`src/hne_pkg.sv`:
```
package hne_pkg;

   // bits of one encoded channel
   localparam int unsigned CODE_BITS = 8;

   // 255 * 255, the square of the encoding scale
   localparam logic [15:0] SCALE_SQ = 16'd65025;

   // grid spacing after reset, unsigned Q16.16 (about 39135.7575)
   localparam logic [31:0] SPACING_RESET = 32'd2564801003;

   // encoded value of a zero-length normal
   localparam logic [CODE_BITS-1:0] CODE_MID = 8'd127;

endpackage

```
`src/hne_bit_step.sv`:
```
module hne_bit_step #(
   parameter int unsigned QW = 66,
   parameter int unsigned RW = 80,
   parameter int unsigned BIT = 7
) (
   input  logic                            clock,
   input  logic                            reset,
   input  logic                            in_valid,
   input  logic [hne_pkg::CODE_BITS-1:0]   in_code,
   input  logic [QW-1:0]                   in_q,
   input  logic [RW-1:0]                   in_rhs,
   input  logic                            in_neg,
   output logic                            out_valid,
   output logic [hne_pkg::CODE_BITS-1:0]   out_code,
   output logic [QW-1:0]                   out_q,
   output logic [RW-1:0]                   out_rhs,
   output logic                            out_neg
);

   localparam int unsigned LW = QW + 16;
   localparam int unsigned CW = (LW > RW) ? LW : RW;

   // stage a: candidate code and square of its odd multiplier 2k-255
   logic [hne_pkg::CODE_BITS-1:0] cand_in, cand_a_ff, cand_b_ff;
   logic [7:0]                    mabs_in;
   logic [15:0]                   msq_a_ff;
   logic                          va_ff, vb_ff, nega_ff, negb_ff;
   logic [QW-1:0]                 qa_ff;
   logic [RW-1:0]                 ra_ff, rb_ff;
   logic [hne_pkg::CODE_BITS-1:0] ka_ff, kb_ff;

   always_comb begin
      cand_in = in_code | (hne_pkg::CODE_BITS'(1) << BIT);
      mabs_in = cand_in[7] ? {cand_in[6:0], 1'b1} : {~cand_in[6:0], 1'b1};
   end

   always_ff @(posedge clock) begin
      if (reset) begin
         va_ff <= 1'b0;
      end else begin
         va_ff <= in_valid;
      end
      cand_a_ff <= cand_in;
      msq_a_ff  <= 16'(mabs_in) * 16'(mabs_in);
      nega_ff   <= in_neg;
      qa_ff     <= in_q;
      ra_ff     <= in_rhs;
      ka_ff     <= in_code;
   end

   // stage b: scaled squared length
   logic [LW-1:0] lhs_b_ff;

   always_ff @(posedge clock) begin
      if (reset) begin
         vb_ff <= 1'b0;
      end else begin
         vb_ff <= va_ff;
      end
      lhs_b_ff  <= LW'(qa_ff) * LW'(msq_a_ff);
      cand_b_ff <= cand_a_ff;
      negb_ff   <= nega_ff;
      rb_ff     <= ra_ff;
      kb_ff     <= ka_ff;
   end

   // stage c: keep the candidate bit when the bound still holds
   logic [CW-1:0] lhs_c, rhs_c;
   logic          keep;
   logic          vc_ff;
   logic [QW-1:0] qb_ff;

   always_ff @(posedge clock) begin
      qb_ff <= qa_ff;
   end

   always_comb begin
      lhs_c = CW'(lhs_b_ff);
      rhs_c = CW'(rb_ff);
      if (cand_b_ff[7]) begin
         keep = ~negb_ff && (lhs_c <= rhs_c);
      end else if (negb_ff) begin
         keep = (lhs_c >= rhs_c);
      end else begin
         keep = 1'b1;
      end
   end

   always_ff @(posedge clock) begin
      if (reset) begin
         vc_ff <= 1'b0;
      end else begin
         vc_ff <= vb_ff;
      end
      out_code <= keep ? cand_b_ff : kb_ff;
      out_q    <= qb_ff;
      out_rhs  <= rb_ff;
      out_neg  <= negb_ff;
   end

   assign out_valid = vc_ff;

endmodule
```
`config.mk`:
```
export PLATFORM = sky130hd
export DESIGN_NAME = hne_bit_step
export DESIGN_NICKNAME = d
export VERILOG_FILES = /design/src/hne_pkg.sv /design/src/hne_bit_step.sv
export SDC_FILE = /design/constraint.sdc
export NUM_CORES = 2
export LEC_CHECK = 0
export BUFFER_PORTS_ARGS = -buffer_cell sky130_fd_sc_hd__clkbuf_2
export CORE_MARGIN = 3
export CORE_UTILIZATION = 60
export CTS_BUF_LIST = sky130_fd_sc_hd__clkbuf_2 sky130_fd_sc_hd__clkbuf_4 sky130_fd_sc_hd__clkbuf_8
export DETAILED_ROUTE_END_ITERATION = 10
export GPL_TIMING_DRIVEN = 0
export PLACE_DENSITY = 0.79
export SYNTH_ARGS = -nofsm -noshare
export SYNTH_HDL_FRONTEND = slang
export SYNTH_SLANG_ARGS = --single-unit
```
`constraint.sdc`:
```
create_clock -name clock -period 20.2 [get_ports clock]
set_input_delay 4.04 -clock clock [delete_from_list [all_inputs] [get_ports clock]]
set_output_delay 4.04 -clock clock [all_outputs]
set_load 0.02 [all_outputs]
```
==> results.txt <==
post-CTS setup buffers -> 0
Worst Skew -> 0.0717 ns
worst hold start -> ra_ff[51]
Post-synth EDFFs -> 0
CTS resizes -> 0
Syn Area/Cell -> 10.1 µm²
largest net degree at the start of global routing -> 16
hold buffer count at cts -> 0
ratio of cells with drive above 1 in the final layout -> 0.0971
sequential share of the synthesized area -> 0.245
CTS tree -> yes
Setup crit start kind -> flip-flop
Primary FF master, synth -> dfxtp_1
count leader, synth -> inv_1
Required @ worst endpoint -> 20.88 ns
cell type with the largest total area after synthesis -> fa_1
total core area -> 75200 µm²
DR vias/cell -> 5.47
clock slew at reported path FFs -> 0.09 ns
row cnt -> 100
Slew Limit Headroom -> 0.00899
fin crit period -> 9.68 ns
Commonest cells post-synth -> inv_1, fa_1, dfxtp_1
top fanout value on the critical path -> 13
fillcell total -> 5798
reg2reg start -> msq_a_ff[6]
total gr overflow -> 0
post-route setup TNS -> 0 ns
Syn-to-layout area delta -> 11.0%
DR pass1 iterations -> 7
endpoint class of the critical path -> flip-flop
Sequential cell area -> 11300 µm²
crit path launch -> msq_a_ff[6]
I/O Pins -> 314
R2R Path End -> lhs_b_ff[75]
H-tree depth -> 3
vias in the first global route -> 34900
Final Hold Violating Endpoints -> 0
CTS root buf -> clkbuf_8
Starting DRT DRC Count -> 3136
r2r setup slk -> 10.52 ns
final slew viol count -> 0
initial antenna violation count -> 15
Skew-Pair Late Insertion Delay -> 0.77 ns
Max Freq -> 103 MHz
Max Cap Viol -> 0
Synth Register Bits -> 562
Syn Nets -> 5898
Port Buffers -> 313
Die Wd -> 283 µm
Mapped Area -> 45900 µm²
starting density of the core -> 0.611
depth of the worst register-to-register path -> 25
Worst Tran Pin Value -> 1.49 ns
top cells by area, synth -> fa_1, dfxtp_1, ha_1, inv_1, and2_1
die area -> 79900 µm²
Final period util -> 0.479
type of the most critical hold path -> reg2reg
RSZ-0062 raised after global routing -> no
Post-DRT Antenna Nets -> 0
post-synthesis instance total -> 4564
All-Layer GR Usage -> 0.344
crit path DAT -> 10.35 ns
outcome -> completed
share of the synthesized area in the top cell type -> 0.372
via count -> 33200
worst hold stages -> 0
DRC viols -> 0
WL final -> 134000 µm
Yosys Warn Count -> 0
setup violators final -> 0
Die H -> 283 µm
post-detailed-route wirelength per cell -> 22.0 µm
area of the multi-input gates -> 30300 µm²
Setup Crit Path Kind -> reg2reg
first-pass GRT wire length -> 203000 µm
post-synthesis cell type count -> 60
ys async rst share -> 0
Sink Count -> 562
DP Wirelength -> 106000 µm
CTS Buf Count -> 88
GPL Wtd Cong -> 0.983
deepest clock path buffer count -> 3
Final #Nets -> 6301
Hold EP -> rb_ff[51]
## cells in the final DEF (no fill, tap or decap), types with 4 or more instances in the layout
| cell type | n |
|---|---|
| inv_1 | 985 |
| fa_1 | 854 |
| dfxtp_1 | 562 |
| nand2_1 | 528 |
| and2_1 | 483 |
| ha_1 | 322 |
| clkbuf_2 | 315 |
| clkbuf_1 | 185 |
| a21oi_1 | 123 |
| clkbuf_8 | 107 |
| a21o_1 | 78 |
| xnor2_1 | 66 |
| nor2_1 | 63 |
| o21ai_0 | 59 |
| nand4_1 | 44 |
| xor2_1 | 30 |
| nor3_1 | 21 |
| o21bai_1 | 19 |
| clkbuf_4 | 17 |
| nor2b_1 | 15 |
| diode_2 | 14 |
| a31oi_1 | 14 |
| nand2b_1 | 12 |
| clkinv_2 | 12 |
| bufinv_16 | 11 |
| a211oi_1 | 9 |
| o21a_1 | 8 |
| nand3_1 | 7 |
| nor4_1 | 7 |
| and3_1 | 6 |
| o211ai_1 | 6 |
| a21boi_0 | 4 |
| or4_1 | 4 |
| or3_1 | 4 |
## cells by family (layout without fill, tap and decap cells)
family | Yosys count | after routing | share of synthesized area
mux | 1 | 1 | 0.000245
simple gates | 1203 | 1203 | 0.131
xor+xnor | 96 | 96 | 0.0183
flops | 562 | 562 | 0.245
other cells | 0 | 14 | 0
fa+ha+maj | 1176 | 1176 | 0.460
compound gates | 354 | 354 | 0.0495
buf+inv | 1172 | 1645 | 0.0958
## worst max-delay path by stage
stage                         endpoint  slack [ns]  cells past startpoint
final                     lhs_b_ff[75]       10.52                     25
after global routing      lhs_b_ff[75]       10.49                     25
after CTS                 lhs_b_ff[75]       10.88                     25
after detailed placement  lhs_b_ff[75]       10.87                     26
after global placement    lhs_b_ff[75]       10.88                     24
after floorplan           msq_a_ff[15]       12.39                     17
## critical path, cell delays in order (launching register included)
cell and delay [ns]:
dfxtp_1 0.35, clkbuf_1 0.95, clkbuf_1 0.95, and2_1 0.26, fa_1 0.42, inv_1 0.08
fa_1 0.41, inv_1 0.09, fa_1 0.44, fa_1 0.52, fa_1 0.50, inv_1 0.05
fa_1 0.47, inv_1 0.04, ha_1 0.36, a21oi_1 0.25, o21ai_0 0.28, a2111oi_0 1.11
nor2_1 0.08, a21oi_1 0.57, o31a_1 0.39, o31a_1 0.32, o21bai_1 0.14, a21o_1 0.20
a21oi_1 0.20, xnor2_1 0.14
## area by class of cell
type                    count  area share
repair buffers            313      0.0307
inverters                 985      0.0725
clock inverters            36      0.0110
multi-input cells        2830       0.594
diodes                     14    0.000687
plain buffers             187      0.0138
clock buffers             124      0.0314
well taps                1020      0.0250
flip-flops and latches    562       0.221
## flip-flops by register name, indices dropped and copies added (netlist names), 8 cells and up
name,flops
qa_ff,66
lhs_b_ff,80
out_rhs,80
msq_a_ff,14
rb_ff,80
ka_ff,8
kb_ff,8
qb_ff,66
ra_ff,80
out_q,66
out_code,8
## stage by stage
step                instances  worst slack (ns)  cell area [µm²]  hold slack, ns  utilization
finish                   6071             10.52            51000           0.293        0.678
global route             6061             10.49            51000           0.292        0.678
CTS                      6057             10.88            50900           0.283        0.677
detailed placement       5897             10.87            48800           0.312        0.649
global placement         5897             10.88            48800           0.310        0.649
floorplan                4564             12.39            45900           0.310            -
## routing by layer
layer	track usage	wire [µm]	vias up
met5	0	0	-
met4	0.185	8510	0
met3	0.118	17400	493
met2	0.528	59200	1919
met1	0.432	48600	16400
li1	-	-	14400
Power is not shown: default switching activity piles up to over one toggle a cycle in this logic, so the estimate is an artifact.
